$ cat src/hw/rtl/rbec_pkg.sv
// Shared types, constants and helper functions for the RTC BCD / epoch converter.
// No dependencies; every other file of the block imports this package.
package rbec_pkg;

    // Pipeline depth, shared by both datapaths and the handshake control.
    localparam int unsigned STAGES = 10;

    typedef logic [STAGES-1:0] stage_en_t;

    typedef enum logic [1:0] {
        OUTCOME_OK       = 2'd0,
        OUTCOME_OSC_STOP = 2'd1,
        OUTCOME_BAD      = 2'd2
    } outcome_t;

    localparam logic KIND_DECODE = 1'b0;
    localparam logic KIND_ENCODE = 1'b1;

    localparam logic [11:0] YEAR_BASE      = 12'd2000;
    localparam logic [11:0] YEAR_CEIL      = 12'd2099;
    localparam logic [11:0] MIN_YEAR_RESET = 12'd2024;

    // Day numbers counted from 1970-01-01.
    localparam logic [15:0] DAYS_1996_MAR = 16'd9556;
    localparam logic [15:0] DAYS_1999_MAR = 16'd10651;
    localparam logic [15:0] DAYS_2000_JAN = 16'd10957;
    localparam logic [15:0] DAYS_2099_END = 16'd47481;

    localparam logic [16:0] SECS_PER_DAY  = 17'd86400;
    localparam logic [11:0] SECS_PER_HOUR = 12'd3600;
    localparam logic [10:0] DAYS_PER_QUAD = 11'd1461;

    // floor(2^k / divisor), k = width of the dividend
    localparam logic [15:0] RECIP_DAY  = 16'd49710;
    localparam logic [5:0]  RECIP_QUAD = 6'd44;
    localparam logic [5:0]  RECIP_HOUR = 6'd36;
    localparam logic [6:0]  RECIP_MIN  = 7'd68;

    typedef struct packed {
        outcome_t    outcome;
        logic [31:0] epoch;
    } dec_result_t;

    typedef struct packed {
        outcome_t   outcome;
        logic [6:0] seconds_bcd;
        logic [6:0] minutes_bcd;
        logic [5:0] hours_bcd;
        logic [2:0] weekday_bcd;
        logic [5:0] date_bcd;
        logic [4:0] month_bcd;
        logic [7:0] year_bcd;
    } enc_result_t;

    // Days from March 1 to the first day of month index mp (March = 0).
    function automatic logic [8:0] cum_days(input logic [3:0] mp);
        logic [8:0] d;
        case (mp)
            4'd0:    d = 9'd0;
            4'd1:    d = 9'd31;
            4'd2:    d = 9'd61;
            4'd3:    d = 9'd92;
            4'd4:    d = 9'd122;
            4'd5:    d = 9'd153;
            4'd6:    d = 9'd184;
            4'd7:    d = 9'd214;
            4'd8:    d = 9'd245;
            4'd9:    d = 9'd275;
            4'd10:   d = 9'd306;
            4'd11:   d = 9'd337;
            default: d = 9'd0;
        endcase
        return d;
    endfunction

    // Weight two nibbles as tens and units, digits above nine taken as is.
    function automatic logic [7:0] bcd_value(input logic [7:0] v);
        return {1'b0, v[7:4], 3'b000} + {3'b000, v[7:4], 1'b0} + {4'b0000, v[3:0]};
    endfunction

    // Binary below 100 to two BCD digits; tens by reciprocal 103/1024.
    function automatic logic [7:0] to_bcd(input logic [6:0] v);
        logic [13:0] prod;
        logic [3:0]  tens;
        logic [6:0]  units;
        prod  = {7'b0, v} * 14'd103;
        tens  = prod[13:10];
        units = v - ({tens, 3'b000} + {2'b00, tens, 1'b0});
        return {tens, units[3:0]};
    endfunction

endpackage

$ cat src/hw/rtl/rbec_decode.sv
// Decode datapath: BCD clock registers to UTC epoch seconds, STAGES deep.
// Depends on rbec_pkg; stage enables come from the top-level handshake control.
module rbec_decode (
    input  logic                 aclk,
    input  rbec_pkg::stage_en_t  stage_en,
    input  logic [7:0]           status_reg,
    input  logic [7:0]           seconds_reg,
    input  logic [7:0]           minutes_reg,
    input  logic [7:0]           hours_reg,
    input  logic [7:0]           date_reg,
    input  logic [7:0]           month_reg,
    input  logic [7:0]           year_reg,
    input  logic [11:0]          min_valid_year,
    output rbec_pkg::dec_result_t result
);
    import rbec_pkg::*;

    // stage 0: unpack BCD, range check
    logic [7:0]  sec_val, min_val, h12_val, h24_val, day_val, mon_val, yr_val;
    logic [4:0]  h12_mod;
    logic [5:0]  hr_val;
    logic [11:0] yr_full;
    logic        bad_next;

    logic       s1_osc_reg, s1_bad_reg;
    logic [6:0] s1_yoff_reg;
    logic [3:0] s1_mon_reg;
    logic [4:0] s1_day_reg, s1_hr_reg;
    logic [5:0] s1_min_reg, s1_sec_reg;

    always_comb begin
        sec_val = bcd_value({1'b0, seconds_reg[6:0]});
        min_val = bcd_value({1'b0, minutes_reg[6:0]});
        h12_val = bcd_value({3'b000, hours_reg[4:0]});
        h24_val = bcd_value({2'b00, hours_reg[5:0]});
        day_val = bcd_value({2'b00, date_reg[5:0]});
        mon_val = bcd_value({3'b000, month_reg[4:0]});
        yr_val  = bcd_value(year_reg);
        if (h12_val[4:0] >= 5'd24) begin
            h12_mod = h12_val[4:0] - 5'd24;
        end else if (h12_val[4:0] >= 5'd12) begin
            h12_mod = h12_val[4:0] - 5'd12;
        end else begin
            h12_mod = h12_val[4:0];
        end
        if (hours_reg[6]) begin
            hr_val = {1'b0, h12_mod + (hours_reg[5] ? 5'd12 : 5'd0)};
        end else begin
            hr_val = h24_val[5:0];
        end
        yr_full  = YEAR_BASE + {4'b0000, yr_val};
        bad_next = (yr_full < min_valid_year) || (yr_full > YEAR_CEIL) ||
                   (mon_val == 8'd0) || (mon_val > 8'd12) ||
                   (day_val == 8'd0) || (day_val > 8'd31) ||
                   (hr_val > 6'd23) || (min_val > 8'd59) || (sec_val > 8'd59);
    end

    always_ff @(posedge aclk) begin
        if (stage_en[0]) begin
            s1_osc_reg  <= status_reg[7];
            s1_bad_reg  <= bad_next;
            s1_yoff_reg <= yr_val[6:0];
            s1_mon_reg  <= mon_val[3:0];
            s1_day_reg  <= day_val[4:0];
            s1_hr_reg   <= hr_val[4:0];
            s1_min_reg  <= min_val[5:0];
            s1_sec_reg  <= sec_val[5:0];
        end
    end

    // stage 1: year index from 1999-03-01, day of March-based year, time of day
    logic       le2;
    logic [3:0] mp;
    logic       s2_osc_reg, s2_bad_reg;
    logic [6:0] s2_a_reg;
    logic [8:0] s2_doy_reg;
    logic [16:0] s2_tod_reg;

    always_comb begin
        le2 = (s1_mon_reg <= 4'd2);
        mp  = le2 ? s1_mon_reg + 4'd9 : s1_mon_reg - 4'd3;
    end

    always_ff @(posedge aclk) begin
        if (stage_en[1]) begin
            s2_osc_reg <= s1_osc_reg;
            s2_bad_reg <= s1_bad_reg;
            s2_a_reg   <= s1_yoff_reg + (le2 ? 7'd0 : 7'd1);
            s2_doy_reg <= cum_days(mp) + {4'b0000, s1_day_reg} - 9'd1;
            s2_tod_reg <= {12'b0, s1_hr_reg} * 17'd3600 + {11'b0, s1_min_reg} * 17'd60 +
                          {11'b0, s1_sec_reg};
        end
    end

    // stage 2: day number; no century correction needed inside 1999..2100
    logic [6:0]  a_plus3;
    logic        s3_osc_reg, s3_bad_reg;
    logic [15:0] s3_days_reg;
    logic [16:0] s3_tod_reg;

    assign a_plus3 = s2_a_reg + 7'd3;

    always_ff @(posedge aclk) begin
        if (stage_en[2]) begin
            s3_osc_reg  <= s2_osc_reg;
            s3_bad_reg  <= s2_bad_reg;
            s3_days_reg <= DAYS_1999_MAR + {9'b0, s2_a_reg} * 16'd365 +
                           {11'b0, a_plus3[6:2]} + {7'b0, s2_doy_reg};
            s3_tod_reg  <= s2_tod_reg;
        end
    end

    // stage 3: days to seconds
    logic        s4_osc_reg, s4_bad_reg;
    logic [31:0] s4_prod_reg;
    logic [16:0] s4_tod_reg;

    always_ff @(posedge aclk) begin
        if (stage_en[3]) begin
            s4_osc_reg  <= s3_osc_reg;
            s4_bad_reg  <= s3_bad_reg;
            s4_prod_reg <= {16'b0, s3_days_reg} * {15'b0, SECS_PER_DAY};
            s4_tod_reg  <= s3_tod_reg;
        end
    end

    // stage 4: final sum and outcome, then hold in the delay line
    dec_result_t res_next;
    dec_result_t res_reg [4:STAGES-1];

    always_comb begin
        if (s4_osc_reg) begin
            res_next.outcome = OUTCOME_OSC_STOP;
            res_next.epoch   = 32'd0;
        end else if (s4_bad_reg) begin
            res_next.outcome = OUTCOME_BAD;
            res_next.epoch   = 32'd0;
        end else begin
            res_next.outcome = OUTCOME_OK;
            res_next.epoch   = s4_prod_reg + {15'b0, s4_tod_reg};
        end
    end

    always_ff @(posedge aclk) begin
        if (stage_en[4]) begin
            res_reg[4] <= res_next;
        end
    end

    for (genvar i = 5; i < STAGES; i++) begin : g_delay
        always_ff @(posedge aclk) begin
            if (stage_en[i]) begin
                res_reg[i] <= res_reg[i-1];
            end
        end
    end

    assign result = res_reg[STAGES-1];

endmodule

$ cat src/hw/rtl/rbec_encode.sv
// Encode datapath: UTC epoch seconds to BCD clock registers, STAGES deep.
// Depends on rbec_pkg; divisions by constants use reciprocal multiply plus one correction.
module rbec_encode (
    input  logic                  aclk,
    input  rbec_pkg::stage_en_t   stage_en,
    input  logic [31:0]           epoch_in,
    output rbec_pkg::enc_result_t result
);
    import rbec_pkg::*;

    // stage 0: estimate of epoch / 86400
    logic [31:0] e1_reg;
    logic [47:0] p1_reg;

    always_ff @(posedge aclk) begin
        if (stage_en[0]) begin
            e1_reg <= epoch_in;
            p1_reg <= {16'b0, epoch_in} * {32'b0, RECIP_DAY};
        end
    end

    // stage 1: back-multiply the estimate
    logic [31:0] e2_reg, m2_reg;
    logic [15:0] q2_reg;

    always_ff @(posedge aclk) begin
        if (stage_en[1]) begin
            e2_reg <= e1_reg;
            q2_reg <= p1_reg[47:32];
            m2_reg <= {16'b0, p1_reg[47:32]} * {15'b0, SECS_PER_DAY};
        end
    end

    // stage 2: correct day count, second of day
    logic [31:0] rem_day;
    logic [15:0] days3_reg;
    logic [16:0] r3_reg;

    assign rem_day = e2_reg - m2_reg;

    always_ff @(posedge aclk) begin
        if (stage_en[2]) begin
            if (rem_day >= {15'b0, SECS_PER_DAY}) begin
                days3_reg <= q2_reg + 16'd1;
                r3_reg    <= rem_day[16:0] - SECS_PER_DAY;
            end else begin
                days3_reg <= q2_reg;
                r3_reg    <= rem_day[16:0];
            end
        end
    end

    // stage 3: range flag, estimates of 4-year cycle and hour
    logic [15:0] dq;
    logic        ok4_reg;
    logic [15:0] dq4_reg;
    logic [16:0] r4s_reg;
    logic [21:0] pq4_reg;
    logic [22:0] ph4_reg;

    assign dq = days3_reg - DAYS_1996_MAR;

    always_ff @(posedge aclk) begin
        if (stage_en[3]) begin
            ok4_reg <= (days3_reg >= DAYS_2000_JAN) && (days3_reg <= DAYS_2099_END);
            dq4_reg <= dq;
            r4s_reg <= r3_reg;
            pq4_reg <= {6'b0, dq} * {16'b0, RECIP_QUAD};
            ph4_reg <= {6'b0, r3_reg} * {17'b0, RECIP_HOUR};
        end
    end

    // stage 4: back-multiply both estimates
    logic        ok5_reg;
    logic [15:0] dq5_reg, mq5_reg;
    logic [16:0] r5_reg, mh5_reg;
    logic [5:0]  q4e5_reg, he5_reg;

    always_ff @(posedge aclk) begin
        if (stage_en[4]) begin
            ok5_reg  <= ok4_reg;
            dq5_reg  <= dq4_reg;
            r5_reg   <= r4s_reg;
            q4e5_reg <= pq4_reg[21:16];
            he5_reg  <= ph4_reg[22:17];
            mq5_reg  <= {10'b0, pq4_reg[21:16]} * {5'b0, DAYS_PER_QUAD};
            mh5_reg  <= {11'b0, ph4_reg[22:17]} * {5'b0, SECS_PER_HOUR};
        end
    end

    // stage 5: correct cycle and hour
    logic [15:0] rq;
    logic [16:0] rh;
    logic        ok6_reg;
    logic [5:0]  q4_6_reg, hr6_reg;
    logic [10:0] r4_6_reg;
    logic [11:0] r2_6_reg;

    assign rq = dq5_reg - mq5_reg;
    assign rh = r5_reg - mh5_reg;

    always_ff @(posedge aclk) begin
        if (stage_en[5]) begin
            ok6_reg <= ok5_reg;
            if (rq >= {5'b0, DAYS_PER_QUAD}) begin
                q4_6_reg <= q4e5_reg + 6'd1;
                r4_6_reg <= rq[10:0] - DAYS_PER_QUAD;
            end else begin
                q4_6_reg <= q4e5_reg;
                r4_6_reg <= rq[10:0];
            end
            if (rh >= {5'b0, SECS_PER_HOUR}) begin
                hr6_reg  <= he5_reg + 6'd1;
                r2_6_reg <= rh[11:0] - SECS_PER_HOUR;
            end else begin
                hr6_reg  <= he5_reg;
                r2_6_reg <= rh[11:0];
            end
        end
    end

    // stage 6: year inside the cycle (leap year last), minute estimate
    logic [1:0] yr_in;
    logic [8:0] doy;
    logic        ok7_reg;
    logic [5:0]  q4_7_reg, hr7_reg;
    logic [1:0]  yr_in7_reg;
    logic [8:0]  doy7_reg;
    logic [11:0] r2_7_reg;
    logic [18:0] pm7_reg;

    always_comb begin
        yr_in = 2'd0;
        doy   = r4_6_reg[8:0];
        if (r4_6_reg >= 11'd1095) begin
            yr_in = 2'd3;
            doy   = 9'(r4_6_reg - 11'd1095);
        end else if (r4_6_reg >= 11'd730) begin
            yr_in = 2'd2;
            doy   = 9'(r4_6_reg - 11'd730);
        end else if (r4_6_reg >= 11'd365) begin
            yr_in = 2'd1;
            doy   = 9'(r4_6_reg - 11'd365);
        end
    end

    always_ff @(posedge aclk) begin
        if (stage_en[6]) begin
            ok7_reg    <= ok6_reg;
            q4_7_reg   <= q4_6_reg;
            hr7_reg    <= hr6_reg;
            yr_in7_reg <= yr_in;
            doy7_reg   <= doy;
            r2_7_reg   <= r2_6_reg;
            pm7_reg    <= {7'b0, r2_6_reg} * {12'b0, RECIP_MIN};
        end
    end

    // stage 7: month index by threshold count, minute back-multiply
    logic [3:0] mp;
    logic        ok8_reg;
    logic [5:0]  q4_8_reg, hr8_reg, mest8_reg;
    logic [1:0]  yr_in8_reg;
    logic [8:0]  doy8_reg;
    logic [3:0]  mp8_reg;
    logic [11:0] r2_8_reg, mm8_reg;

    always_comb begin
        mp = 4'd0;
        for (int k = 1; k < 12; k++) begin
            if (doy7_reg >= cum_days(4'(k))) begin
                mp = mp + 4'd1;
            end
        end
    end

    always_ff @(posedge aclk) begin
        if (stage_en[7]) begin
            ok8_reg    <= ok7_reg;
            q4_8_reg   <= q4_7_reg;
            hr8_reg    <= hr7_reg;
            yr_in8_reg <= yr_in7_reg;
            doy8_reg   <= doy7_reg;
            mp8_reg    <= mp;
            r2_8_reg   <= r2_7_reg;
            mest8_reg  <= pm7_reg[17:12];
            mm8_reg    <= {6'b0, pm7_reg[17:12]} * 12'd60;
        end
    end

    // stage 8: day, month, year offset, minute and second
    logic [8:0]  day_full;
    logic [3:0]  mon;
    logic [7:0]  yoff;
    logic [11:0] rs;
    logic        ok9_reg;
    logic [4:0]  hr9_reg, day9_reg;
    logic [3:0]  mon9_reg;
    logic [6:0]  yoff9_reg;
    logic [5:0]  min9_reg, sec9_reg;

    always_comb begin
        day_full = doy8_reg - cum_days(mp8_reg) + 9'd1;
        mon      = (mp8_reg < 4'd10) ? mp8_reg + 4'd3 : mp8_reg - 4'd9;
        yoff     = {q4_8_reg, 2'b00} + {6'b0, yr_in8_reg} +
                   {7'b0, (mon <= 4'd2)} - 8'd4;
        rs       = r2_8_reg - mm8_reg;
    end

    always_ff @(posedge aclk) begin
        if (stage_en[8]) begin
            ok9_reg   <= ok8_reg;
            hr9_reg   <= hr8_reg[4:0];
            day9_reg  <= day_full[4:0];
            mon9_reg  <= mon;
            yoff9_reg <= yoff[6:0];
            if (rs >= 12'd60) begin
                min9_reg <= mest8_reg + 6'd1;
                sec9_reg <= 6'(rs - 12'd60);
            end else begin
                min9_reg <= mest8_reg;
                sec9_reg <= rs[5:0];
            end
        end
    end

    // stage 9: BCD packing; outside 2000..2099 every field reads zero but the outcome, which reads bad.
    logic [7:0] sec_b, min_b, hr_b, day_b, mon_b, yr_b;
    enc_result_t res_next;
    enc_result_t res_reg;

    always_comb begin
        sec_b = to_bcd({1'b0, sec9_reg});
        min_b = to_bcd({1'b0, min9_reg});
        hr_b  = to_bcd({2'b00, hr9_reg});
        day_b = to_bcd({2'b00, day9_reg});
        mon_b = to_bcd({3'b000, mon9_reg});
        yr_b  = to_bcd(yoff9_reg);
        if (ok9_reg) begin
            res_next.outcome     = OUTCOME_OK;
            res_next.seconds_bcd = sec_b[6:0];
            res_next.minutes_bcd = min_b[6:0];
            res_next.hours_bcd   = hr_b[5:0];
            res_next.weekday_bcd = 3'd1;
            res_next.date_bcd    = day_b[5:0];
            res_next.month_bcd   = mon_b[4:0];
            res_next.year_bcd    = yr_b;
        end else begin
            res_next             = '0;
            res_next.outcome     = OUTCOME_BAD;
        end
    end

    always_ff @(posedge aclk) begin
        if (stage_en[9]) begin
            res_reg <= res_next;
        end
    end

    assign result = res_reg;

endmodule

$ cat src/hw/rtl/rtc_bcd_epoch_converter.sv
// Top level of the RTC BCD / Unix epoch converter: handshake control and output select.
// Depends on rbec_pkg, rbec_decode and rbec_encode.

// Each transaction either decodes real-time-clock BCD registers (kind 0) into
// UTC seconds since 1970, or encodes an epoch (kind 1) into BCD registers in
// 24-hour mode with weekday 1; valid years are 2000..2099, and decode also
// requires the year to be at least the min_valid_year register (2024 after
// reset). Both directions run through one 10-stage pipeline (STAGES), and one
// transaction is taken every cycle while the output is not stalled. The depth
// is set by the encode path, which divides by 86400, 1461, 3600 and 60 with
// reciprocal multiplies, each needing an estimate multiply, a back-multiply
// and a correction stage. Every stage carries its own valid bit and takes new
// data whenever it is empty or its successor moves, so bubbles close up and
// up to 10 transactions are held while m_ready is low; s_ready falls only
// when every stage is full.
// min_valid_year is written through cfg_we/cfg_wdata and should change only
// while the pipeline is empty.
module rtc_bcd_epoch_converter (
    input  logic        aclk,
    input  logic        aresetn,

    input  logic        cfg_we,
    input  logic [11:0] cfg_wdata,

    input  logic        s_valid,
    output logic        s_ready,
    input  logic        s_kind,
    input  logic [7:0]  s_status_reg,
    input  logic [7:0]  s_seconds_reg,
    input  logic [7:0]  s_minutes_reg,
    input  logic [7:0]  s_hours_reg,
    input  logic [7:0]  s_date_reg,
    input  logic [7:0]  s_month_reg,
    input  logic [7:0]  s_year_reg,
    input  logic [31:0] s_epoch_in,

    output logic        m_valid,
    input  logic        m_ready,
    output logic [1:0]  m_outcome,
    output logic [31:0] m_epoch_out,
    output logic [6:0]  m_seconds_bcd,
    output logic [6:0]  m_minutes_bcd,
    output logic [5:0]  m_hours_bcd,
    output logic [2:0]  m_weekday_bcd,
    output logic [5:0]  m_date_bcd,
    output logic [4:0]  m_month_bcd,
    output logic [7:0]  m_year_bcd
);
    import rbec_pkg::*;

    logic [11:0] min_year_reg;
    stage_en_t   valid_reg;
    stage_en_t   kind_reg;
    stage_en_t   adv;

    dec_result_t dec_res;
    enc_result_t enc_res;

    // Hold the configuration register; the user must write it only while idle, which the block does not enforce.
    always_ff @(posedge aclk) begin
        if (!aresetn) begin
            min_year_reg <= MIN_YEAR_RESET;
        end else if (cfg_we) begin
            min_year_reg <= cfg_wdata;
        end
    end

    // A stage advances when it is empty or the stage after it advances;
    // the last stage advances when its result is taken.
    always_comb begin
        adv[STAGES-1] = !valid_reg[STAGES-1] || m_ready;
        for (int i = STAGES - 2; i >= 0; i--) begin
            adv[i] = !valid_reg[i] || adv[i+1];
        end
    end

    assign s_ready = adv[0];

    // Valid bits travel with the data.
    always_ff @(posedge aclk) begin
        if (!aresetn) begin
            valid_reg <= '0;
        end else begin
            if (adv[0]) begin
                valid_reg[0] <= s_valid;
            end
            for (int i = 1; i < STAGES; i++) begin
                if (adv[i]) begin
                    valid_reg[i] <= valid_reg[i-1];
                end
            end
        end
    end

    // Carry the direction of each transaction alongside it.
    always_ff @(posedge aclk) begin
        if (adv[0]) begin
            kind_reg[0] <= s_kind;
        end
        for (int i = 1; i < STAGES; i++) begin
            if (adv[i]) begin
                kind_reg[i] <= kind_reg[i-1];
            end
        end
    end

    rbec_decode u_decode (
        .aclk           (aclk),
        .stage_en       (adv),
        .status_reg     (s_status_reg),
        .seconds_reg    (s_seconds_reg),
        .minutes_reg    (s_minutes_reg),
        .hours_reg      (s_hours_reg),
        .date_reg       (s_date_reg),
        .month_reg      (s_month_reg),
        .year_reg       (s_year_reg),
        .min_valid_year (min_year_reg),
        .result         (dec_res)
    );

    rbec_encode u_encode (
        .aclk     (aclk),
        .stage_en (adv),
        .epoch_in (s_epoch_in),
        .result   (enc_res)
    );

    assign m_valid = valid_reg[STAGES-1];

    // Select the side that matches the transaction; the other side's fields read zero.
    always_comb begin
        if (kind_reg[STAGES-1] == KIND_ENCODE) begin
            m_outcome     = enc_res.outcome;
            m_epoch_out   = 32'd0;
            m_seconds_bcd = enc_res.seconds_bcd;
            m_minutes_bcd = enc_res.minutes_bcd;
            m_hours_bcd   = enc_res.hours_bcd;
            m_weekday_bcd = enc_res.weekday_bcd;
            m_date_bcd    = enc_res.date_bcd;
            m_month_bcd   = enc_res.month_bcd;
            m_year_bcd    = enc_res.year_bcd;
        end else begin
            m_outcome     = dec_res.outcome;
            m_epoch_out   = dec_res.epoch;
            m_seconds_bcd = 7'd0;
            m_minutes_bcd = 7'd0;
            m_hours_bcd   = 6'd0;
            m_weekday_bcd = 3'd0;
            m_date_bcd    = 6'd0;
            m_month_bcd   = 5'd0;
            m_year_bcd    = 8'd0;
        end
    end

endmodule

$ cat config.mk
export PLATFORM = sky130hd
export DESIGN_NAME = rtc_bcd_epoch_converter
export DESIGN_NICKNAME = d
export VERILOG_FILES = /design/src/hw/rtl/rbec_pkg.sv /design/src/hw/rtl/rbec_decode.sv /design/src/hw/rtl/rbec_encode.sv /design/src/hw/rtl/rtc_bcd_epoch_converter.sv
export SDC_FILE = /design/constraint.sdc
export NUM_CORES = 2
export LEC_CHECK = 0
export ABC_AREA = 1
export BUFFER_PORTS_ARGS = -buffer_cell sky130_fd_sc_hd__buf_2
export CAP_MARGIN = 20
export CORE_MARGIN = 5
export CORE_UTILIZATION = 30
export CTS_CLUSTER_SIZE = 10
export DETAILED_ROUTE_END_ITERATION = 7
export GPL_TIMING_DRIVEN = 0
export HOLD_SLACK_MARGIN = 0.05
export SYNTH_ARGS = -nofsm -noshare
export SYNTH_HDL_FRONTEND = slang
export SYNTH_SLANG_ARGS = --single-unit
$ cat constraint.sdc
create_clock -name aclk -period 74.2 [get_ports aclk]
set_input_delay 14.84 -clock aclk [delete_from_list [all_inputs] [get_ports aclk]]
set_output_delay 14.84 -clock aclk [all_outputs]
set_load 0.03 [all_outputs]
-- After elaboration in Yosys (flattened, before gate mapping)
Memories as Yosys holds them, arrays and structs flattened. A register that Yosys moved wholly into a read port is not among the register bits.
Index checks and enable logic that the tools add are counted.
- add/sub/neg operators: 75
- $mul: 18
- div/mod/pow operators: 0
- $lt $le $gt $ge: 32
- eq/ne operators: 0
- shift operators: 0
- muxes and demuxes: 57
- bitwise logic cells: 0
- reductions and logical operators: 32
- operators with widths (kind ; number):
    2-to-1 mux 34 bit ; 2
    2-to-1 mux 4 bit ; 14
    multiplier 16 x 10 -> 25 bit (second input constant) ; 2
    multiplier 32 x 15 -> 47 bit (second input constant) ; 1
    2-to-1 mux 44 bit ; 1
    adder 8 x 4 -> 8 bit ; 5
    adder 4 x 1 -> 4 bit (second input constant) ; 9
    >= comparator 9 x 8 -> 1 bit (second input constant) ; 4
    2-to-1 mux 9 bit ; 4
    adder 32 x 17 -> 32 bit ; 1
    >= comparator 32 x 17 -> 1 bit (second input constant) ; 1
    2-to-1 mux 32 bit ; 1
    subtractor 32 bit ; 1
    2-to-1 mux 6 bit ; 5
    >= comparator 9 bit (second input constant) ; 3
    multiplier 6 x 7 -> 13 bit (second input constant) ; 2
    2-to-1 mux 5 bit ; 5
    multiplier 5 x 7 -> 12 bit (second input constant) ; 2
    subtractor 4 bit ; 6
    multiplier 17 x 4 -> 21 bit (second input constant) ; 1
    multiplier 16 x 4 -> 20 bit (second input constant) ; 1
    multiplier 6 x 4 -> 10 bit (second input constant) ; 2
    >= comparator 9 x 7 -> 1 bit (second input constant) ; 2
    logical OR 1 bit ; 18
    other kinds (85) ; 121
- bits in registers: 726
- latch bits: 0
- RAM bits: 204
- ROM bits: 288
- input bits: 106
- logic and storage cells: 315
- memories: 3
- memories (name ; depth ; width ; rd ports ; clocked after memory_dff ; wr ports ; RTL line ; RTL):
    u_decode.res_reg ; 6 ; 34 ; 6 ; 0 ; 6 ; rbec_decode.sv:129 ; dec_result_t res_reg [4:STAGES-1];
    (name not given) ; 16 ; 9 ; 1 ; 0 ; 0 ; rbec_pkg.sv:58 ; case (mp)
    (name not given) ; 16 ; 9 ; 1 ; 1 ; 0 ; rbec_pkg.sv:58 ;

-- Logic depth before layout (Yosys ltp)
- word-level depth: 23
- mapped depth: 45
- gate-level depth less buffers: 45

-- Cells and area by module
A second synthesis with hierarchy kept.
- cells, all modules: 5975
- area, all modules: 62271.0 µm²
- by module, submodules not included (module ; times used ; cells an instance ; area an instance (µm²) ; sequential area each (µm²)):
    rbec_encode ; 1 ; 3957 ; 39825.7 ; 14003.4
    rbec_decode ; 1 ; 1754 ; 20728.6 ; 10600.2
    rtc_bcd_epoch_converter ; 1 ; 264 ; 1716.6 ; 740.7

-- Least setup slack after synthesis
No wires, ideal clock.
- path kind: input-to-output
- from: input m_ready
- to: output s_ready
- arrival time: 30.445 ns
- required time: 59.360 ns
- path slack: 28.915 ns
- stages on the path: 18
- buffers on the path: 0
- cells stage by stage: nor2_1 > inv_1 > nor2_1 > inv_1 > nor2_1 > clkinv_1 > nor2_1 > inv_1 > nor2_1 > inv_1 > nor2_1 > inv_1 > nor2_1 > inv_1 > nor2_1 > inv_1 > nor2_1 > nand2_1
- cells in the longest elaborated chain, start to end: 10
- RTL lines (item ; RTL line ; RTL):
    from (decl) ; rtc_bcd_epoch_converter.sv:38 ; input logic m_ready,
    logical OR 1 bit ; rtc_bcd_epoch_converter.sv:71 ; adv[STAGES-1] = !valid_reg[STAGES-1] || m_ready;
    net adv[9] ; rtc_bcd_epoch_converter.sv:54 ; stage_en_t adv;
    logical OR 1 bit ; rtc_bcd_epoch_converter.sv:73 ; adv[i] = !valid_reg[i] || adv[i+1];
    net adv[8] ; rtc_bcd_epoch_converter.sv:54 ;
    logical OR 1 bit (2 in a row) ; rtc_bcd_epoch_converter.sv:73 ;
    net adv[6] ; rtc_bcd_epoch_converter.sv:54 ;
    logical OR 1 bit ; rtc_bcd_epoch_converter.sv:73 ;
    net adv[5] ; rtc_bcd_epoch_converter.sv:54 ;
    logical OR 1 bit ; rtc_bcd_epoch_converter.sv:73 ;
    net adv[4] ; rtc_bcd_epoch_converter.sv:54 ;
    logical OR 1 bit ; rtc_bcd_epoch_converter.sv:73 ;
    net adv[3] ; rtc_bcd_epoch_converter.sv:54 ;
    logical OR 1 bit ; rtc_bcd_epoch_converter.sv:73 ;
    net adv[2] ; rtc_bcd_epoch_converter.sv:54 ;
    logical OR 1 bit (2 in a row) ; rtc_bcd_epoch_converter.sv:73 ;
    to (decl) ; rtc_bcd_epoch_converter.sv:26 ; output logic s_ready,
The timed path passes the listed nets, and every way through them passes these cells.

-- Worst setup path after layout
Same ends and word-level chain as after synthesis.

==> impl_metrics.yaml <==
clock_tree:
  clkSlewWorstSetupHoldPaths_ns: 0.06
  cts_hold_buf: 0
  insertion_delay_ns: 0.71
  cts_resized: 0
  cts_made_buffers: 102
  cts_setup_buffers: 0
  cts_tree: "built"
  htree_levels: 3
  cts_sinks: 853
  root_buffer: "clkbuf_16"
  cts.path.max_buffers: 3
sta:
  drv_slew: 0
  worst_slack_ns: 37.93
  skew_ns: 0.03937
  rsz0062_at_grt: "false"
  finalSetupViolCount: 0
  finalSetupTns_ns: 0
  finalHoldViolCount: 0
  fmax_ghz: 0.02757
  worstMarginPinSlew_ns: 0.9080
  finalCritPeriodShare_pct: 48.89
  period_needed_ns: 36.27
  relSlewSlack_pct: 39.47
detailed_routing:
  drtAntennaViolNets: 0
  avgViaCountPerCell: 4.289
  drt_iter0_drc: 1489
  wl_um: 111600
  drtPass1Iterations: 5
  route.detailed.drc: 0
  num_vias: 37620
  wl_per_cell_um: 12.72
synth:
  yosysMostFrequentCell: "inv_1"
  synthTopCellsByCount: "inv_1, ha_1, edfxtp_1"
  synth_top_flop_cell: "edfxtp_1"
  synthArstFlopShare_pct: 0
  ys_top_cells_by_area: "edfxtp_1, ha_1, fa_1"
  synthesis.area_um2: 61090
  ys_ff_latch: 853
  synth-edff-count: 826
  synthCells: 5745
  synth_cell_type_count: 68
  yosys.area.top_type_share_pct: 40.60
  avgSynthCellArea_um2: 10.63
  synth.yosys.seq_area_share_pct: 41.49
  yosysWarnings: 0
  synth_top_area_cell: "edfxtp_1"
cells_and_area:
  layout-drive-gt1-share_pct: 6.727
  largest_register_ff_count: 204
  design_area_um2: 68630
  final_nets: 7415
  post-route-util_pct: 33.92
  syn2layout_area_growth_pct: 12.34
floorplanning:
  design.die.area_um2: 212800
  die_width_um: 461.3
  start_util_pct: 30.20
  die_h_um: 461.3
  std_cell_rows: 165
  ioPinCount: 184
  core_area_um2: 202300
critical_path:
  worst_setup_path_end_kind: "output port"
  critPathRequiredTime_ns: 59.36
  arrival_ns: 21.43
  critical_path_buf_inv_count: 14
  critPathSlowestCell: "inv_4"
  crit_family: "buffers and inverters"
  worstSetupPathType: "input port to output port"
  path_cells: "buf_2 > nor2_1 > inv_4 > buf_12 > nor2_1 > inv_4 > nor2_1 > clkinv_4 > nor2_1 > inv_4 > buf_16 > nor2_1 > inv_2 > nor2_1 > inv_4 > nor2_1 > inv_4 > buf_16 > nor2_1 > inv_4 > nor2_1 > nand2_4 > buf_16 > buf_2"
  worst_path_largest_cell_delay_ns: 0.62
  crit_fanout: 93
  cp_common_cell: "nor2_1"
  cp-start-kind: "input port"
global_routing:
  grt_pass1_wl_um: 188700
  globalRoute.totalOverflow: 0
  grt_pass1_vias: 38540
  track_usage_pct: 10.68
  grt_max_degree: 94
  antenna_found_initial: 9
hold_path:
  hold_class: "flip-flop to flip-flop"
status:
  outcome: "completed"
placed_design:
  place_area_um2: 65530
  dp_hpwl_um: 90510
  routabilityCongestion: 0.8459
  pre_cts_ws_ns: 37.54
  placement.io_buffers: 166
flow_run:
  maxCapViolations: 0
worst register-to-register path, delay by kind of cell, from the launching register on:
kind            cells  cell delay (ns)
buf+inv             9             0.70
flops               1             0.50
fa+ha+maj           6             1.90
compound gates      3             1.04
simple gates       27             2.84
logic make-up (layout without fill, tap and decap cells):
| logic type | after synthesis | after routing | share of synthesized area (%) |
|---|---|---|---|
| buf+inv | 1365 | 1714 | 8.436 |
| fa+ha+maj | 1284 | 1284 | 30.24 |
| simple gates | 1267 | 1267 | 9.169 |
| flops | 853 | 853 | 41.49 |
| compound gates | 644 | 644 | 5.905 |
| xor+xnor | 328 | 328 | 4.702 |
| mux | 3 | 3 | 0.05529 |
| other cells | 1 | 5 | 0.006138 |
layout by cell type, fill, tap and decap left out, types with 99 or more instances in the layout:
master / n
inv_1: 1311
ha_1: 963
edfxtp_1: 826
nand2_1: 633
fa_1: 321
a21oi_1: 316
nor2_1: 268
xor2_1: 229
nand3_1: 187
o21ai_0: 176
buf_2: 172
clkbuf_16: 103
xnor2_1: 99
worst paths after layout:
check                            start                   to  slack [ns]  cells past startpoint
hold / removal     u_encode.e1_reg[10]  u_encode.e2_reg[10]        0.37                      0
setup / recovery               m_ready              s_ready       37.93                     24
setup reg to reg  u_encode.doy7_reg[4]            flip-flop       67.14                     45
hold reg to reg    u_encode.e1_reg[10]  u_encode.e2_reg[10]        0.37                      0
metrics by stage:
stage                     hold WS [ns]  instances
after floorplan                 0.4003       5746
after global routing            0.3886       8769
after CTS                       0.3757       8767
final                           0.3743       8770
after global placement          0.4003       8584
after detailed placement        0.4045       8593
cell type report:
cell class / instances / area (um2)
Fill cell: 20120 / 133700
Multi-Input combinational cell: 3528 / 30610
Sequential cell: 853 / 25340
Inverter: 1335 / 5034
Tap cell: 2672 / 3343
Clock buffer: 152 / 2781
Timing Repair Buffer: 175 / 1064
Clock inverter: 22 / 309.0
Buffer: 30 / 142.6
Antenna cell: 3 / 7.507
routing by layer:
| layer | vias to the layer above | part of all wire [%] | global-route usage [%] | wire length [um] |
|---|---|---|---|---|
| met4 | 0 | 1.9 | 2.521 | 2066 |
| met3 | 143 | 3.8 | 1.776 | 4240 |
| met2 | 502 | 44 | 17.14 | 49010 |
| met1 | 17500 | 50 | 15.09 | 56260 |
| met5 | - | 0 | 0 | 0 |
| li1 | 19470 | - | - | - |
Power is not shown: default switching activity piles up to over one toggle a cycle in this logic, so the estimate is an artifact.
